===== config.mk =====
export PLATFORM = sky130hd
export DESIGN_NAME = linked_queue_splice_engine
export DESIGN_NICKNAME = d
export VERILOG_FILES = /design/src/hw/rtl/lqse_pkg.sv /design/src/hw/rtl/lqse_link_ram.sv /design/src/hw/rtl/lqse_seq.sv /design/src/hw/rtl/linked_queue_splice_engine.sv
export SDC_FILE = /design/constraint.sdc
export NUM_CORES = 1
export LEC_CHECK = 0
export ABC_AREA = 1
export BUFFER_PORTS_ARGS = -buffer_cell sky130_fd_sc_hd__buf_2
export CORE_UTILIZATION = 45
export DETAILED_ROUTE_END_ITERATION = 12
export PLACE_DENSITY = 0.65
export SYNTH_ARGS = -nofsm -noshare
export SYNTH_HDL_FRONTEND = slang
export SYNTH_SLANG_ARGS = --single-unit

===== constraint.sdc =====
create_clock -name i_clk -period 6.5 [get_ports i_clk]
set_input_delay 0.325 -clock i_clk [delete_from_list [all_inputs] [get_ports i_clk]]
set_output_delay 0.325 -clock i_clk [all_outputs]
set_load 0.03 [all_outputs]

===== src/hw/rtl/lqse_pkg.sv =====
// ----------------------------------------------------------------------------
// lqse_pkg
// shared constants, types and helpers of the linked queue splice engine
// ----------------------------------------------------------------------------
package lqse_pkg;

    localparam int NUM_PEOPLE = 32;
    localparam int MEM_DEPTH  = 2 * NUM_PEOPLE;
    localparam int NODE_W     = $clog2(2 * NUM_PEOPLE + 1);
    localparam int ADDR_W     = $clog2(MEM_DEPTH);
    localparam int CNT_W      = $clog2(NUM_PEOPLE + 1);
    localparam int ID_W       = 6;

    typedef logic [NODE_W-1:0] t_node;
    typedef logic [ADDR_W-1:0] t_addr;
    typedef logic [CNT_W-1:0]  t_cnt;
    typedef logic [ID_W-1:0]   t_id;

    // operation codes
    localparam logic [1:0] OP_MOVE   = 2'd0;
    localparam logic [1:0] OP_SPLICE = 2'd1;
    localparam logic [1:0] OP_LIST   = 2'd2;

    // status codes
    localparam logic [1:0] ST_APPLIED = 2'd0;
    localparam logic [1:0] ST_NOCHG   = 2'd1;
    localparam logic [1:0] ST_LISTED  = 2'd2;
    localparam logic [1:0] ST_EMPTY   = 2'd3;

    typedef enum logic [3:0] {
        S_IDLE,
        S_MV_CHK,
        S_MV_UNLINK,
        S_MV_LINK_B,
        S_MV_LINK_A,
        S_SP_CHK,
        S_SP_CLOSE,
        S_SP_HEAD,
        S_SP_TAIL,
        S_LS_FIRST,
        S_LS_STEP,
        S_DONE
    } t_state;

    // one link store access per cycle: one read, one write
    typedef struct packed {
        logic  rd_en;
        t_addr rd_addr;
        logic  wr_en;
        t_addr wr_addr;
        t_node wr_data;
    } t_mem_req;

    // node n lives at address n-1
    function automatic t_addr node_addr(input t_node node);
        t_node dec;
        dec = node - t_node'(1);
        return dec[ADDR_W-1:0];
    endfunction

    function automatic logic is_person(input t_node node);
        return (node != '0) && (int'(node) <= NUM_PEOPLE);
    endfunction

    function automatic logic valid_id(input t_id id);
        return (id != '0) && (int'(id) <= NUM_PEOPLE);
    endfunction

    // link value after reset: person and its sentinel point at each other
    function automatic t_node rst_link(input t_addr addr);
        int n;
        n = int'(addr) + 1;
        if (n <= NUM_PEOPLE) begin
            return t_node'(n + NUM_PEOPLE);
        end
        return t_node'(n - NUM_PEOPLE);
    endfunction

endpackage


===== src/hw/rtl/lqse_link_ram.sv =====
// ----------------------------------------------------------------------------
// lqse_link_ram
// one link store: synchronous ram, one read and one write a cycle, read
// data registered, per-entry valid bits give the reset links
// ----------------------------------------------------------------------------
module lqse_link_ram (
    input  logic                i_clk,
    input  logic                i_rst_n,
    input  lqse_pkg::t_mem_req  i_req,
    output lqse_pkg::t_node     o_rd_data
);

    lqse_pkg::t_node                    r_mem [lqse_pkg::MEM_DEPTH];
    logic [lqse_pkg::MEM_DEPTH-1:0]     r_valid;
    lqse_pkg::t_node                    r_rd_data;
    lqse_pkg::t_addr                    r_rd_addr;
    logic                               r_rd_hit;

    always_ff @(posedge i_clk) begin
        if (i_req.wr_en) begin
            r_mem[i_req.wr_addr] <= i_req.wr_data;
        end
        if (i_req.rd_en) begin
            r_rd_data <= r_mem[i_req.rd_addr];
            r_rd_addr <= i_req.rd_addr;
        end
    end

    always_ff @(posedge i_clk) begin
        if (!i_rst_n) begin
            r_valid  <= '0;
            r_rd_hit <= 1'b0;
        end else begin
            if (i_req.wr_en) begin
                r_valid[i_req.wr_addr] <= 1'b1;
            end
            if (i_req.rd_en) begin
                r_rd_hit <= r_valid[i_req.rd_addr];
            end
        end
    end

    // untouched entries read as their reset link
    assign o_rd_data = r_rd_hit ? r_rd_data : lqse_pkg::rst_link(r_rd_addr);

endmodule


===== src/hw/rtl/lqse_seq.sv =====
// ----------------------------------------------------------------------------
// lqse_seq
// operation sequencer: read, check and rewrite the link stores, walk a
// queue for listing, and hold the result register
// ----------------------------------------------------------------------------
module lqse_seq (
    input  logic                i_clk,
    input  logic                i_rst_n,
    input  logic                i_valid,
    output logic                o_stall,
    input  logic [1:0]          i_operation,
    input  lqse_pkg::t_id       i_first_id,
    input  lqse_pkg::t_id       i_second_id,
    output logic                o_valid,
    input  logic                i_stall,
    output logic [1:0]          o_status,
    output lqse_pkg::t_id       o_member,
    output logic                o_last_of_run,
    output lqse_pkg::t_mem_req  o_next_req,
    output lqse_pkg::t_mem_req  o_prev_req,
    input  lqse_pkg::t_node     i_next_rd,
    input  lqse_pkg::t_node     i_prev_rd
);

    lqse_pkg::t_state r_state, n_state;
    lqse_pkg::t_node  r_a, n_a, r_b, n_b;
    lqse_pkg::t_node  r_n0, n_n0, r_n1, n_n1, r_n2, n_n2;
    lqse_pkg::t_cnt   r_cnt, n_cnt;
    logic [1:0]       r_status, n_status;

    logic             r_o_valid;
    logic [1:0]       r_o_status;
    lqse_pkg::t_id    r_o_member;
    logic             r_o_last;

    logic             w_accept;
    logic             w_out_free;
    logic             w_ok;
    logic             w_more;
    logic             w_emit;
    logic [1:0]       w_emit_status;
    lqse_pkg::t_id    w_emit_member;
    logic             w_emit_last;
    lqse_pkg::t_node  w_fa_node, w_fb_node, w_fa_sent, w_fb_sent;

    assign w_accept   = i_valid && (r_state == lqse_pkg::S_IDLE);
    assign w_out_free = !r_o_valid || !i_stall;
    assign w_ok       = lqse_pkg::valid_id(i_first_id) && lqse_pkg::valid_id(i_second_id)
                        && (i_first_id != i_second_id);
    assign w_more     = lqse_pkg::is_person(i_next_rd)
                        && (r_cnt < lqse_pkg::t_cnt'(lqse_pkg::NUM_PEOPLE));

    assign w_fa_node = lqse_pkg::t_node'(i_first_id);
    assign w_fb_node = lqse_pkg::t_node'(i_second_id);
    assign w_fa_sent = lqse_pkg::t_node'(int'(i_first_id) + lqse_pkg::NUM_PEOPLE);
    assign w_fb_sent = lqse_pkg::t_node'(int'(i_second_id) + lqse_pkg::NUM_PEOPLE);

    // next state
    always_comb begin
        n_state = r_state;
        unique case (r_state)
            lqse_pkg::S_IDLE: begin
                if (w_accept) begin
                    priority if (i_operation == lqse_pkg::OP_MOVE && w_ok) begin
                        n_state = lqse_pkg::S_MV_CHK;
                    end else if (i_operation == lqse_pkg::OP_SPLICE && w_ok) begin
                        n_state = lqse_pkg::S_SP_CHK;
                    end else if (i_operation == lqse_pkg::OP_LIST
                                 && lqse_pkg::valid_id(i_first_id)) begin
                        n_state = lqse_pkg::S_LS_FIRST;
                    end else begin
                        n_state = lqse_pkg::S_DONE;
                    end
                end
            end
            lqse_pkg::S_MV_CHK: begin
                n_state = (i_next_rd == r_a) ? lqse_pkg::S_DONE : lqse_pkg::S_MV_UNLINK;
            end
            lqse_pkg::S_MV_UNLINK: n_state = lqse_pkg::S_MV_LINK_B;
            lqse_pkg::S_MV_LINK_B: n_state = lqse_pkg::S_MV_LINK_A;
            lqse_pkg::S_MV_LINK_A: n_state = lqse_pkg::S_DONE;
            lqse_pkg::S_SP_CHK: begin
                n_state = (i_next_rd == r_a) ? lqse_pkg::S_DONE : lqse_pkg::S_SP_CLOSE;
            end
            lqse_pkg::S_SP_CLOSE: n_state = lqse_pkg::S_SP_HEAD;
            lqse_pkg::S_SP_HEAD:  n_state = lqse_pkg::S_SP_TAIL;
            lqse_pkg::S_SP_TAIL:  n_state = lqse_pkg::S_DONE;
            lqse_pkg::S_LS_FIRST: begin
                n_state = lqse_pkg::is_person(i_next_rd) ? lqse_pkg::S_LS_STEP
                                                         : lqse_pkg::S_DONE;
            end
            lqse_pkg::S_LS_STEP: begin
                if (w_out_free && !w_more) begin
                    n_state = lqse_pkg::S_IDLE;
                end
            end
            lqse_pkg::S_DONE: begin
                if (w_out_free) begin
                    n_state = lqse_pkg::S_IDLE;
                end
            end
            default: n_state = lqse_pkg::S_IDLE;
        endcase
    end

    // store accesses, working registers and result emission
    always_comb begin
        o_next_req    = '0;
        o_prev_req    = '0;
        n_a           = r_a;
        n_b           = r_b;
        n_n0          = r_n0;
        n_n1          = r_n1;
        n_n2          = r_n2;
        n_cnt         = r_cnt;
        n_status      = r_status;
        w_emit        = 1'b0;
        w_emit_status = r_status;
        w_emit_member = '0;
        w_emit_last   = 1'b1;
        unique case (r_state)
            lqse_pkg::S_IDLE: begin
                if (w_accept) begin
                    n_status = lqse_pkg::ST_NOCHG;
                    priority if (i_operation == lqse_pkg::OP_MOVE && w_ok) begin
                        n_a                = w_fa_node;
                        n_b                = w_fb_node;
                        o_next_req.rd_en   = 1'b1;
                        o_next_req.rd_addr = lqse_pkg::node_addr(w_fb_node);
                        o_prev_req.rd_en   = 1'b1;
                        o_prev_req.rd_addr = lqse_pkg::node_addr(w_fa_node);
                    end else if (i_operation == lqse_pkg::OP_SPLICE && w_ok) begin
                        n_a                = w_fa_sent;
                        n_b                = w_fb_sent;
                        o_next_req.rd_en   = 1'b1;
                        o_next_req.rd_addr = lqse_pkg::node_addr(w_fa_sent);
                        o_prev_req.rd_en   = 1'b1;
                        o_prev_req.rd_addr = lqse_pkg::node_addr(w_fa_sent);
                    end else if (i_operation == lqse_pkg::OP_LIST
                                 && lqse_pkg::valid_id(i_first_id)) begin
                        n_a                = w_fa_sent;
                        o_next_req.rd_en   = 1'b1;
                        o_next_req.rd_addr = lqse_pkg::node_addr(w_fa_sent);
                    end else begin
                        n_a = r_a;
                    end
                end
            end
            // n0 = successor of b, n1 = predecessor of a
            lqse_pkg::S_MV_CHK: begin
                n_n0 = i_next_rd;
                n_n1 = i_prev_rd;
                if (i_next_rd != r_a) begin
                    o_next_req.rd_en   = 1'b1;
                    o_next_req.rd_addr = lqse_pkg::node_addr(r_a);
                end
            end
            // unlink a; b's successor becomes a's old successor if b preceded a
            lqse_pkg::S_MV_UNLINK: begin
                o_next_req.wr_en   = 1'b1;
                o_next_req.wr_addr = lqse_pkg::node_addr(r_n1);
                o_next_req.wr_data = i_next_rd;
                o_prev_req.wr_en   = 1'b1;
                o_prev_req.wr_addr = lqse_pkg::node_addr(i_next_rd);
                o_prev_req.wr_data = r_n1;
                n_n2 = (r_n1 == r_b) ? i_next_rd : r_n0;
            end
            lqse_pkg::S_MV_LINK_B: begin
                o_next_req.wr_en   = 1'b1;
                o_next_req.wr_addr = lqse_pkg::node_addr(r_b);
                o_next_req.wr_data = r_a;
                o_prev_req.wr_en   = 1'b1;
                o_prev_req.wr_addr = lqse_pkg::node_addr(r_a);
                o_prev_req.wr_data = r_b;
            end
            lqse_pkg::S_MV_LINK_A: begin
                o_next_req.wr_en   = 1'b1;
                o_next_req.wr_addr = lqse_pkg::node_addr(r_a);
                o_next_req.wr_data = r_n2;
                o_prev_req.wr_en   = 1'b1;
                o_prev_req.wr_addr = lqse_pkg::node_addr(r_n2);
                o_prev_req.wr_data = r_a;
                n_status = lqse_pkg::ST_APPLIED;
            end
            // n0 = first of source, n1 = last of source
            lqse_pkg::S_SP_CHK: begin
                n_n0 = i_next_rd;
                n_n1 = i_prev_rd;
                if (i_next_rd != r_a) begin
                    o_prev_req.rd_en   = 1'b1;
                    o_prev_req.rd_addr = lqse_pkg::node_addr(r_b);
                end
            end
            // n2 = current end of destination; source sentinel closes on itself
            lqse_pkg::S_SP_CLOSE: begin
                n_n2 = i_prev_rd;
                o_next_req.wr_en   = 1'b1;
                o_next_req.wr_addr = lqse_pkg::node_addr(r_a);
                o_next_req.wr_data = r_a;
                o_prev_req.wr_en   = 1'b1;
                o_prev_req.wr_addr = lqse_pkg::node_addr(r_a);
                o_prev_req.wr_data = r_a;
            end
            lqse_pkg::S_SP_HEAD: begin
                o_next_req.wr_en   = 1'b1;
                o_next_req.wr_addr = lqse_pkg::node_addr(r_n2);
                o_next_req.wr_data = r_n0;
                o_prev_req.wr_en   = 1'b1;
                o_prev_req.wr_addr = lqse_pkg::node_addr(r_n0);
                o_prev_req.wr_data = r_n2;
            end
            lqse_pkg::S_SP_TAIL: begin
                o_next_req.wr_en   = 1'b1;
                o_next_req.wr_addr = lqse_pkg::node_addr(r_n1);
                o_next_req.wr_data = r_b;
                o_prev_req.wr_en   = 1'b1;
                o_prev_req.wr_addr = lqse_pkg::node_addr(r_b);
                o_prev_req.wr_data = r_n1;
                n_status = lqse_pkg::ST_APPLIED;
            end
            lqse_pkg::S_LS_FIRST: begin
                if (lqse_pkg::is_person(i_next_rd)) begin
                    n_n0               = i_next_rd;
                    n_cnt              = lqse_pkg::t_cnt'(1);
                    o_next_req.rd_en   = 1'b1;
                    o_next_req.rd_addr = lqse_pkg::node_addr(i_next_rd);
                end else begin
                    n_status = lqse_pkg::ST_EMPTY;
                end
            end
            // n0 = member on hand, read data = member after it
            lqse_pkg::S_LS_STEP: begin
                if (w_out_free) begin
                    w_emit        = 1'b1;
                    w_emit_status = lqse_pkg::ST_LISTED;
                    w_emit_member = r_n0[lqse_pkg::ID_W-1:0];
                    w_emit_last   = !w_more;
                    if (w_more) begin
                        n_n0               = i_next_rd;
                        n_cnt              = r_cnt + lqse_pkg::t_cnt'(1);
                        o_next_req.rd_en   = 1'b1;
                        o_next_req.rd_addr = lqse_pkg::node_addr(i_next_rd);
                    end
                end
            end
            lqse_pkg::S_DONE: begin
                w_emit = w_out_free;
            end
            default: begin
                w_emit = 1'b0;
            end
        endcase
    end

    always_ff @(posedge i_clk) begin
        if (!i_rst_n) begin
            r_state   <= lqse_pkg::S_IDLE;
            r_o_valid <= 1'b0;
        end else begin
            r_state <= n_state;
            if (w_emit) begin
                r_o_valid <= 1'b1;
            end else if (!i_stall) begin
                r_o_valid <= 1'b0;
            end
        end
    end

    always_ff @(posedge i_clk) begin
        r_a      <= n_a;
        r_b      <= n_b;
        r_n0     <= n_n0;
        r_n1     <= n_n1;
        r_n2     <= n_n2;
        r_cnt    <= n_cnt;
        r_status <= n_status;
        if (w_emit) begin
            r_o_status <= w_emit_status;
            r_o_member <= w_emit_member;
            r_o_last   <= w_emit_last;
        end
    end

    assign o_stall       = (r_state != lqse_pkg::S_IDLE);
    assign o_valid       = r_o_valid;
    assign o_status      = r_o_status;
    assign o_member      = r_o_member;
    assign o_last_of_run = r_o_last;

endmodule


===== src/hw/rtl/linked_queue_splice_engine.sv =====
// ----------------------------------------------------------------------------
// linked_queue_splice_engine: moves people, splices and lists circular queues
// move and splice handle one item at a time, from transfer in to result
// listing walks from its sentinel, then one member per cycle unless stalled
// rate is set by the dependent read-then-write chain on the two link rams
// sync reset clears per-entry valid bits: each person alone, no clearing pass
// ----------------------------------------------------------------------------
module linked_queue_splice_engine (
    input  logic                i_clk,
    input  logic                i_rst_n,
    // input channel
    input  logic                i_valid,
    output logic                o_stall,
    input  logic [1:0]          i_operation,
    input  lqse_pkg::t_id       i_first_id,
    input  lqse_pkg::t_id       i_second_id,
    // result channel
    output logic                o_valid,
    input  logic                i_stall,
    output logic [1:0]          o_status,
    output lqse_pkg::t_id       o_member,
    output logic                o_last_of_run
);

    // request and read data of the successor and predecessor link rams
    lqse_pkg::t_mem_req w_next_req;
    lqse_pkg::t_mem_req w_prev_req;
    lqse_pkg::t_node    w_next_rd;
    lqse_pkg::t_node    w_prev_rd;

    // sequencer: takes one transfer at a time, the result register lets the
    // next transfer in while the last result is still waiting downstream
    lqse_seq u_seq (
        .i_clk         (i_clk),
        .i_rst_n       (i_rst_n),
        .i_valid       (i_valid),
        .o_stall       (o_stall),
        .i_operation   (i_operation),
        .i_first_id    (i_first_id),
        .i_second_id   (i_second_id),
        .o_valid       (o_valid),
        .i_stall       (i_stall),
        .o_status      (o_status),
        .o_member      (o_member),
        .o_last_of_run (o_last_of_run),
        .o_next_req    (w_next_req),
        .o_prev_req    (w_prev_req),
        .i_next_rd     (w_next_rd),
        .i_prev_rd     (w_prev_rd)
    );

    // successor links, one entry per node
    lqse_link_ram u_next_ram (
        .i_clk     (i_clk),
        .i_rst_n   (i_rst_n),
        .i_req     (w_next_req),
        .o_rd_data (w_next_rd)
    );

    // predecessor links, same layout and reset pattern
    lqse_link_ram u_prev_ram (
        .i_clk     (i_clk),
        .i_rst_n   (i_rst_n),
        .i_req     (w_prev_req),
        .o_rd_data (w_prev_rd)
    );

endmodule


# Yosys cells after proc, flatten, opt, wreduce, memory -nomap -nowiden
# Memories as Yosys holds them, arrays and structs flattened. A register that Yosys moved wholly into a read port is not among the register bits.
# Index checks and enable logic that the tools add are counted.
[totals]
latchBits = 0
ramBits = 896
mem_bits_ro = 0
in_bits = 18
memories = 2
regBits = 199
wordCells = 187
[classes]
mux = 70
n_lt_le_gt_ge = 12
n_reduce_logical = 38
n_bitwise = 2
n_div = 0
n_mul = 0
add_sub_neg = 18
n_eq_ne = 25
shift = 0
[memory_table]
columns = ["name", "words", "word_bits", "rd", "rd_clocked_by_memory_dff", "write_ports", "line_no", "source"]
rows = [
  ["u_next_ram.r_mem", 64, 7, 1, 1, 1, "lqse_link_ram.sv:13", "lqse_pkg::t_node r_mem [lqse_pkg::MEM_DEPTH];"],
  ["u_prev_ram.r_mem", 64, 7, 1, 1, 1, "lqse_link_ram.sv:13", ""],
]
[op_table]
columns = ["operator", "n"]
rows = [
  ["two-way mux 7 bit", 25],
  ["case mux 14 bit (6 select lines)", 2],
  ["OR 64 bit", 2],
  ["less-or-equal comparator 32 x 7 -> 1 bit, second input constant", 2],
  ["subtractor 6 x 1 -> 6 bit, second input constant", 9],
  ["case mux 4 bit (11 select lines)", 1],
  ["two-way mux 6 bit", 5],
  ["less-than comparator 6 x 7 -> 1 bit, second input constant", 4],
  ["two-way mux 4 bit", 7],
  ["case mux 7 bit (2 select lines)", 2],
  ["case mux 7 bit (4 select lines)", 1],
  ["case mux 7 bit (3 select lines)", 1],
  ["== test 4 x 3 -> 1 bit, second input constant", 4],
  ["== test 4 bit, second input constant", 4],
  ["adder 6 x 1 -> 7 bit, second input constant", 2],
  ["adder 6 x 6 -> 7 bit, second input constant", 2],
  ["adder 7 bit, second input constant", 2],
  ["== test 7 bit", 2],
  ["two-way mux 1 bit", 14],
  ["inequality test 2 x 1 -> 1 bit, second input constant", 7],
  ["subtractor 7 bit, second input constant", 2],
  ["logical AND 1 bit", 13],
  ["binary-select mux 1 bit (select 6 bit)", 2],
  ["demux 1 bit (select 6 bit)", 2],
  ["other kinds (29)", 48],
]

# Longest topological paths before layout
# Gate-level depths: netlist of the first run.
[depth]
ltp_word = 13
mapped_depth = 26
ltp_nobuf = 25

# By module
# From an unflattened synthesis of the first run, not the netlist that was laid out.
[hier_totals]
hier_cells = 4374
hier_area_um2 = 46917.5
[by_module_without_submodules]
columns = ["module", "instances", "seq_area_each_um2", "area_per_inst_um2", "cells_each"]
rows = [
  ["lqse_link_ram (u_next_ram)", 1, 15144.5, 21292.9, 1905],
  ["lqse_link_ram (u_prev_ram)", 1, 15144.5, 21267.9, 1900],
  ["lqse_seq", 1, 1661.6, 4356.7, 569],
]

# Least setup slack after synthesis of the first run
# Ideal clock, no wire load.
[synth_path]
path_kind = "flip-flop to flip-flop"
from = "register u_next_ram.r_rd_addr[0]"
to = "memory u_next_ram.r_mem[0][6] (netlist name) (data pin)"
synth_period_minus_slack_ps = 4576
arrival_ps = 3874
required_time_ps = 5798
setup_ps = 702
path_stages_with_launch = 11
slack_ps = 1924
path_buffers = 0
path_cell_list = "edfxtp_1 ha_1 inv_1 nand2_1 nand2_1 nand2_1 nor2_1 nor2_2 nor2_2 nor2_4 o21ai_0"
[synth_lines]
columns = ["item", "line_no", "source"]
rows = [
  ["from (decl)", "lqse_link_ram.sv:16", "lqse_pkg::t_addr r_rd_addr;"],
  ["from (signal assigned)", "lqse_link_ram.sv:25", "r_rd_addr <= i_req.rd_addr;"],
  ["to (decl)", "lqse_link_ram.sv:13", ""],
]

# Worst setup path in the final report of the first run
[layout_path]
from = "register u_next_ram.r_rd_addr[0]"
to = "register u_prev_ram.r_rd_data[1] (read register of u_prev_ram.r_mem) (data pin)"
[layout_via]
elab_chain_cells = 8
[layout_lines]
columns = ["item", "line_no", "source"]
rows = [
  ["adder 6 x 1 -> 7 bit *", "lqse_pkg.sv:72", "n = int'(addr) + 1;"],
  ["less-or-equal comparator 32 x 7 -> 1 bit / adder 7 bit (equally long branches)", "lqse_pkg.sv:73, lqse_pkg.sv:74", ""],
  ["two-way mux 1 bit / two-way mux 7 bit (equally long branches)", "lqse_pkg.sv:73", "if (n <= NUM_PEOPLE) begin"],
  ["two-way mux 7 bit *", "lqse_pkg.sv:76", "return t_node'(n - NUM_PEOPLE);"],
  ["two-way mux 7 bit *", "lqse_link_ram.sv:44", "assign o_rd_data = r_rd_hit ? r_rd_data : lqse_pkg::rst_link(r_rd_addr);"],
  ["inequality test 7 bit *", "lqse_seq.sv:189", "if (i_next_rd != r_a) begin"],
  ["two-way mux 7 bit *", "lqse_seq.sv:189", ""],
  ["case mux 7 bit (2 select lines) *", "lqse_seq.sv:121", "unique case (r_state)"],
  ["to (decl)", "lqse_link_ram.sv:15", "lqse_pkg::t_node r_rd_data;"],
]
# Every way passes the cells marked *; elsewhere a longest branch is shown, timed or not. The select of a mux whose other input is x is not followed.
# A chain may end at the register's enable or synchronous reset.

==> results.yml, run 1 <==
setup_path:
  path_delay_family: "buffers and inverters"
  cp_cell_sequence: "ha_1 > inv_1 > nand2_1 > nand2_1 > nand2_1 > nor2_1 > nor2_2 > nor2_2 > nor2_4 > nand2_1 > nand2_2 > nand2_4 > nand2_2 > o21ai_4 > clkinv_2 > buf_4 > o211ai_1 > o21ai_1 > o211ai_1 > nand3_1 > nand3_1 > nand2_1"
  crit_type: "reg2reg"
  slowest_stage: "clkinv_2"
  critPathRequiredTime_ns: 6.96
  path_buf_inv: 3
  max_stage_delay_ns: 0.79
  r2r-start: "u_next_ram.r_rd_addr[0]"
  r2r_slack_ns: 1.40
  r2r_end: "u_prev_ram.r_rd_data[1]"
  worst_r2r_path_depth: 22
  start_kind: "flip-flop"
  cp.arrival_ns: 5.56
  critPathMaxFanout: 55
  endpoint_kind: "flip-flop"
  crit_top_cell: "nand2_1"
clock_network:
  insertion_delay_ns: 0.72
  cts_setup_buffers: 0
  postCtsResizedCells: 0
  clockBufferDepth: 3
  cts_buffers: 112
  tritoncts: "built"
  h-tree-depth: 3
  cts_num_sinks: 1109
  clk_pin_slew_ns: 0.07
  cts_root_buffer: "clkbuf_16"
global_route:
  track_usage: 0.229
  antenna_found_initial: 3
  grt_pass1_wl_um: 189000
  grt_overflow: 0
  grt_max_degree: 182
  first_global_vias: 30800
floorplanning:
  die_w_um: 329
  row_count: 119
  core_area_um2: 106000
  start_util: 0.455
  chipHeight_um: 329
  die_area_um2: 108000
  ios: 29
hold_path:
  hold_class: "in2reg"
  min_from: "i_valid"
  holdPathEnd: "u_seq.r_state[2]"
  hold_path_depth: 5
yosys:
  synthSimpleGateAreaFrac: 0.130
  syn_nets: 4321
  synth_fa_ha_area_frac: 0.00417
  syn_area_um2: 48000
  synth_xor_xnor_area_share: 0.00748
  syn_inst: 4287
  yosysSeqAreaShare: 0.665
  synth.distinct_cells: 54
  synth-main-ff-cell: "edfxtp_1"
  ys_warn_count: 0
  synthArstFlopShare: 0
  synth_top_family_by_area: "simple AND/OR/NAND/NOR gates"
  muxShareOfSynthArea: 0
  synth_compound_area_frac: 0.129
  synth_edf_count: 974
  ys_seq_elements: 1109
  syn_avg_cell_area_um2: 11.2
pwr:
  leakage_nw: 18.4
  power_density_nw_per_um2: 420
  ir_worst_vdd_mv: 0.317
layout:
  drive_gt1_frac: 0.0856
  area_growth_pct: 11.0
  diodes: 0
  final_net_count: 4296
  utilization: 0.505
  fin_area_um2: 53300
detailed_routing:
  ant_nets: 0
  drt-wirelength-per-cell_um: 21.7
  drt_iter0_drc: 3377
  via_per_inst: 5.61
  vias: 32300
  wl_um: 125000
  drc_errors: 3
  drtPass1Iterations: 10
placement:
  dpl_cell_area_um2: 49500
  dp_hpwl_um: 75300
  gp_congestion: 0.952
  io_buffer_count: 28
  place_ws_ns: 1.41
timing:
  setup_ws_ns: 1.40
  setup_viol: 0
  min_period_ns: 5.10
  finalCritPeriodShare: 0.785
  finClkSkew_ns: 0.0568
  slew_violations: 0
  hold_ws_ns: 0.0893
  hold_viol: 0
  final.setup.tns_ns: 0
  worst_pin_slew_ns: 1.34
  max_clock_freq_mhz: 196
  rsz0062_at_grt: "false"
  max_slew_margin: 0.0995
run:
  maxCapViolCount: 0
status:
  outcome: "finished, violations left"
  violations: "DRC"
[power breakdown]
part	internal, mW	switching [mW]
combinational	1.47	4.80
clock	3.62	2.82
sequential	9.44	0.232
[how the worst max path moves through the flow]
| stage | cells past startpoint | startpoint | to | slack, ns |
|---|---|---|---|---|
| after detailed placement | 19 | i_first_id[1] | u_next_ram.r_rd_data[4] | 1.41 |
| after global placement | 18 | i_first_id[1] | u_next_ram.r_rd_data[4] | 1.41 |
| after floorplan | 10 | u_next_ram.r_rd_addr[0] | u_next_ram.r_mem[0][6] | 1.92 |
| final | 22 | u_next_ram.r_rd_addr[0] | u_prev_ram.r_rd_data[1] | 1.40 |
| after CTS | 22 | u_next_ram.r_rd_addr[0] | u_prev_ram.r_rd_data[5] | 1.40 |
| after global routing | 22 | u_next_ram.r_rd_addr[0] | u_prev_ram.r_rd_data[6] | 0.96 |
[cells in the mapped netlist, types with 4 or more instances]
cell | instances | area, µm²
a21oi_1 | 35 | 175
nand2_1 | 472 | 1770
nor2_1 | 505 | 1900
buf_2 | 123 | 616
nor3_1 | 16 | 80.1
nor4_1 | 4 | 25.0
clkbuf_1 | 73 | 274
buf_4 | 21 | 158
buf_1 | 5 | 18.8
o21a_1 | 50 | 375
dfxtp_1 | 135 | 2700
a221oi_1 | 5 | 43.8
buf_6 | 9 | 101
inv_2 | 6 | 22.5
or2_2 | 60 | 375
o211ai_1 | 436 | 3270
o21ai_1 | 148 | 741
or2_0 | 17 | 106
nand2_2 | 7 | 43.8
nor2_2 | 8 | 50.1
xor2_1 | 33 | 289
clkinv_1 | 4 | 15.0
nand4_1 | 37 | 231
o21ai_2 | 5 | 43.8
nand3_2 | 6 | 60.1
inv_1 | 491 | 1840
o21bai_1 | 36 | 270
ha_1 | 16 | 200
xnor2_1 | 8 | 70.1
nand3_1 | 289 | 1450
nand2_4 | 4 | 45.0
edfxtp_1 | 974 | 29200
o221ai_1 | 4 | 35.0
o21ai_0 | 200 | 1000
o22ai_1 | 14 | 87.6
[area by class of cell]
| class | count | area, µm² |
|---|---|---|
| clock inverters | 62 | 648 |
| clock buffers | 149 | 3020 |
| fillers | 9169 | 52300 |
| inverters | 502 | 1900 |
| flip-flops and latches | 1109 | 32000 |
| repair buffers | 95 | 801 |
| multi-input cells | 2442 | 13200 |
| well taps | 1391 | 1740 |
[worst min-delay path: stages]
cell and delay, ns:
buf_2 0.11, nor2_1 0.11, nor2_1 0.07, nand2_1 0.10, a211oi_1 0.05
[through the flow]
step / total power [mW] / cells
global placement: 15.9 / 5526
CTS: 22.4 / 5750
detailed placement: 16.0 / 5526
finish: 22.4 / 5750
floorplan: 13.7 / 4287
global route: 23.3 / 5750
[cell families (layout without fill, tap and decap cells)]
family                     Yosys count  count (layout)
DFF                               1109            1109
buffers and inverters              736             808
and+or+nand+nor                   1434            1434
adders and majority gates           16              16
AOI/OAI and AO/OA                  951             951
xor gates and xnor gates            41              41
[cells in the final DEF (no fill, tap or decap), drive strengths merged, types with 5 or more instances in the layout]
master,Yosys,routed
o22ai,15,15
or2,80,80
dlygate4sd3,0,13
edfxtp,974,974
xnor2,8,8
nor2,514,514
o21a,50,50
dfxtp,135,135
inv,498,500
o21ai,354,354
nor3,17,17
nand3,297,297
o21bai,36,36
nand4,38,38
a221oi,5,5
nand2,483,483
bufinv,0,8
clkinv,4,52
a21oi,37,37
clkbuf,76,149
buf,158,82
xor2,33,33
ha,16,16
o211ai,436,436
[metal layers]
metal	routed length, µm	global-route usage	share of wire
met3	8490	0.0330	0.068
met1	52200	0.308	0.42
met5	0	0	0
met4	3970	0.0778	0.032
met2	60300	0.382	0.48
[registers in the layout, indices dropped and copies added (netlist names), 2 cells and up]
name                  count
u_seq.r_state             4
u_prev_ram.r_rd_addr      6
u_prev_ram.r_rd_data      7
u_seq.r_n0                7
u_seq.r_n1                7
u_next_ram.r_valid       64
u_next_ram.r_rd_data      7
u_seq.r_b                 7
u_seq.o_status            2
u_next_ram.r_mem        448
u_seq.r_cnt               6
u_prev_ram.r_valid       64
u_next_ram.r_rd_addr      6
u_seq.r_status            2
u_seq.o_member            6
u_seq.r_a                 7
u_prev_ram.r_mem        448
u_seq.r_n2                7
[repair_timing]
| item | CTS | global route |
|---|---|---|
| hold endpoints to repair | 13 | 0 |
| setup endpoints to repair | 0 | 0 |
| hold buffers | 13 | 0 |
Note: power is estimated with default switching activity, not from simulation.
==> run 2: changes to the inputs <==
- clock period: 6.5 -> 5.2 ns (I/O delays scaled with it)
==> run 2 against run 1 <==
  * The flow still finishes with violations (DRC)
  * Die area unchanged
  * Worst setup slack got worse by 0.76 ns
  * First-iteration DRC count rose by 2.4%
  * Clock power up 29%
  * Global-route usage is 0.088 points higher
  * Highest routed layer unchanged
  * Combinational power is 27% higher
  * Sequential cell count did not move
  * Largest cell class unchanged
  * Via count is 1.2% higher
  * Utilization up 0.57 points
==> results.yml, run 2 (synthesis gave the netlist of run 1 again) <==
status:
  outcome: "finished, violations left"
  violations: "DRC"
setup_path:
  critPathRequiredTime_ns: 5.52
  cp_cell_sequence: "inv_1 > nor2_1 > inv_1 > nor2_1 > nor2_1 > o22ai_1 > nor4_1 > inv_1 > nor2_4 > nand2_1 > nor2_1"
  start_kind: "flip-flop"
  max_stage_delay_ns: 1.02
  crit_type: "reg2reg"
  path_delay_family: "simple AND/OR/NAND/NOR gates"
  crit_top_cell: "nor2_1"
  r2r_slack_ns: 0.64
  slowest_stage: "nor4_1"
  critPathMaxFanout: 8
  path_buf_inv: 3
  endpoint_kind: "flip-flop"
  cp.arrival_ns: 4.89
timing:
  hold_viol: 0
  setup_viol: 0
  finClkSkew_ns: 0.0420
  min_period_ns: 4.56
  final.setup.tns_ns: 0
  rsz0062_at_grt: "false"
  finalCritPeriodShare: 0.877
  max_clock_freq_mhz: 219
  worst_pin_slew_ns: 1.32
  max_slew_margin: 0.114
  slew_violations: 0
layout:
  area_growth_pct: 12.2
  fin_cells: 5805
  diodes: 0
  drive_gt1_frac: 0.0974
  largest_registers: "u_next_ram.r_mem: 448 flops, u_prev_ram.r_mem: 448 flops"
  final_cell_mix: "edfxtp_1, nor2_1, inv_1"
  final_net_count: 4349
  layout_commonest_cell: "edfxtp_1"
  utilization: 0.510
clock_network:
  tritoncts: "built"
  h-tree-depth: 3
  cts_root_buffer: "clkbuf_16"
  clockBufferDepth: 3
  insertion_delay_ns: 0.72
  cts_setup_buffers: 0
  clk_pin_slew_ns: 0.06
  postCtsResizedCells: 0
  cts_num_sinks: 1109
  cts_buffers: 111
placement:
  gp_congestion: 0.947
  place_inst: 5579
  io_buffer_count: 28
  dp_hpwl_um: 76900
detailed_routing:
  wl_um: 126000
  vias: 32600
  drc_errors: 3
  via_per_inst: 5.62
  drt-wirelength-per-cell_um: 21.6
  drt_iter0_drc: 3459
  drtPass1Iterations: 10
  ant_nets: 0
floorplanning:
  die_area_um2: 108000
  ios: 29
  die_w_um: 329
  chipHeight_um: 329
  row_count: 119
  core_area_um2: 106000
  start_util: 0.455
hold_path:
  hold_class: "in2reg"
pwr:
  p_seq_frac: 0.426
  ir_worst_vdd_mv: 0.304
  power_frac_comb: 0.281
  switchingPower_mw: 9.84
  power_density_nw_per_um2: 526
  p_int_mw: 18.5
  swShare: 0.347
  clkPwrFrac: 0.292
  leakage_nw: 18.8
global_route:
  grt_overflow: 0
  grt_max_degree: 152
  grt_pass1_wl_um: 189000
  track_usage: 0.230
  first_global_vias: 30500
  antenna_found_initial: 2
run:
  maxCapViolCount: 0
-- run 2: cell count changes in the layout (fill, tap and decap cells not counted), sizes merged --
cell         previous run  this run
buf                    82       135
clkbuf                149       143
clkinv                 52        48
dlygate4sd3            13        14
clkinvlp                4         9
bufinv                  8        14
-- run 2: final cells by class --
| class | instances | area (µm²) |
|---|---|---|
| multi-input cells | 2442 | 13200 |
| well taps | 1391 | 1740 |
| flip-flops and latches | 1109 | 32000 |
| clock buffers | 143 | 3010 |
| clock inverters | 69 | 796 |
| inverters | 502 | 1900 |
| fillers | 9104 | 51700 |
| repair buffers | 149 | 1270 |
-- run 2: worst register-to-register path: cells and delay by family, from the launching register on --
family | cells | cell delay (ns)
compound gates | 1 | 0.16
flops | 1 | 0.34
simple gates | 7 | 3.03
buf+inv | 3 | 0.65
-- run 2: power groups by stage --
stage          combinational, mW  clock (mW)  sequential, mW
3_5_place_dp                7.91           0            12.3
6_report                    7.98        8.28            12.1
5_1_grt                     8.60        8.73            12.1
3_3_place_gp                7.83           0            12.3
2_1_floorplan               4.76           0            12.3
4_1_cts                     7.95        8.39            12.1
-- run 2: what timing repair did --
| item | in CTS | in global routing |
|---|---|---|
| hold buffers | 14 | 0 |
| hold endpoints to repair | 25 | 0 |
| endpoints found under the setup margin | 0 | 0 |
-- run 2: layer usage --
metal,routed length [µm],vias to the layer above,GRT usage
met1,53700,16000,0.319
met4,3290,0,0.0690
met5,0,-,0
li1,-,15200,-
met3,8550,210,0.0314
met2,60000,1229,0.377
-- run 2: final timing paths --
path,startpoint,to,cells past startpoint
setup / recovery,u_seq.r_state[1],u_prev_ram.r_mem[32][0],11
hold / removal,i_valid,u_seq.r_state[2],5
setup reg to reg,u_seq.r_state[1],u_prev_ram.r_mem[32][0],11
hold reg to reg,u_prev_ram.r_valid[35],u_prev_ram.r_valid[35],1
-- run 2: per-stage QoR --
| step | area (µm²) | setup slack (ns) | total power [mW] | hold WS, ns |
|---|---|---|---|---|
| 6_report | 53900 | 0.637 | 28.4 | 0.0764 |
| 4_1_cts | 53900 | 0.830 | 28.4 | 0.0470 |
| 5_1_grt | 53900 | 0.463 | 29.5 | 0.0889 |
| 3_5_place_dp | 49900 | 0.848 | 20.2 | 0.453 |
| 3_3_place_gp | 49900 | 0.893 | 20.1 | 0.446 |
| 2_1_floorplan | 48000 | 0.624 | 17.1 | 0.359 |
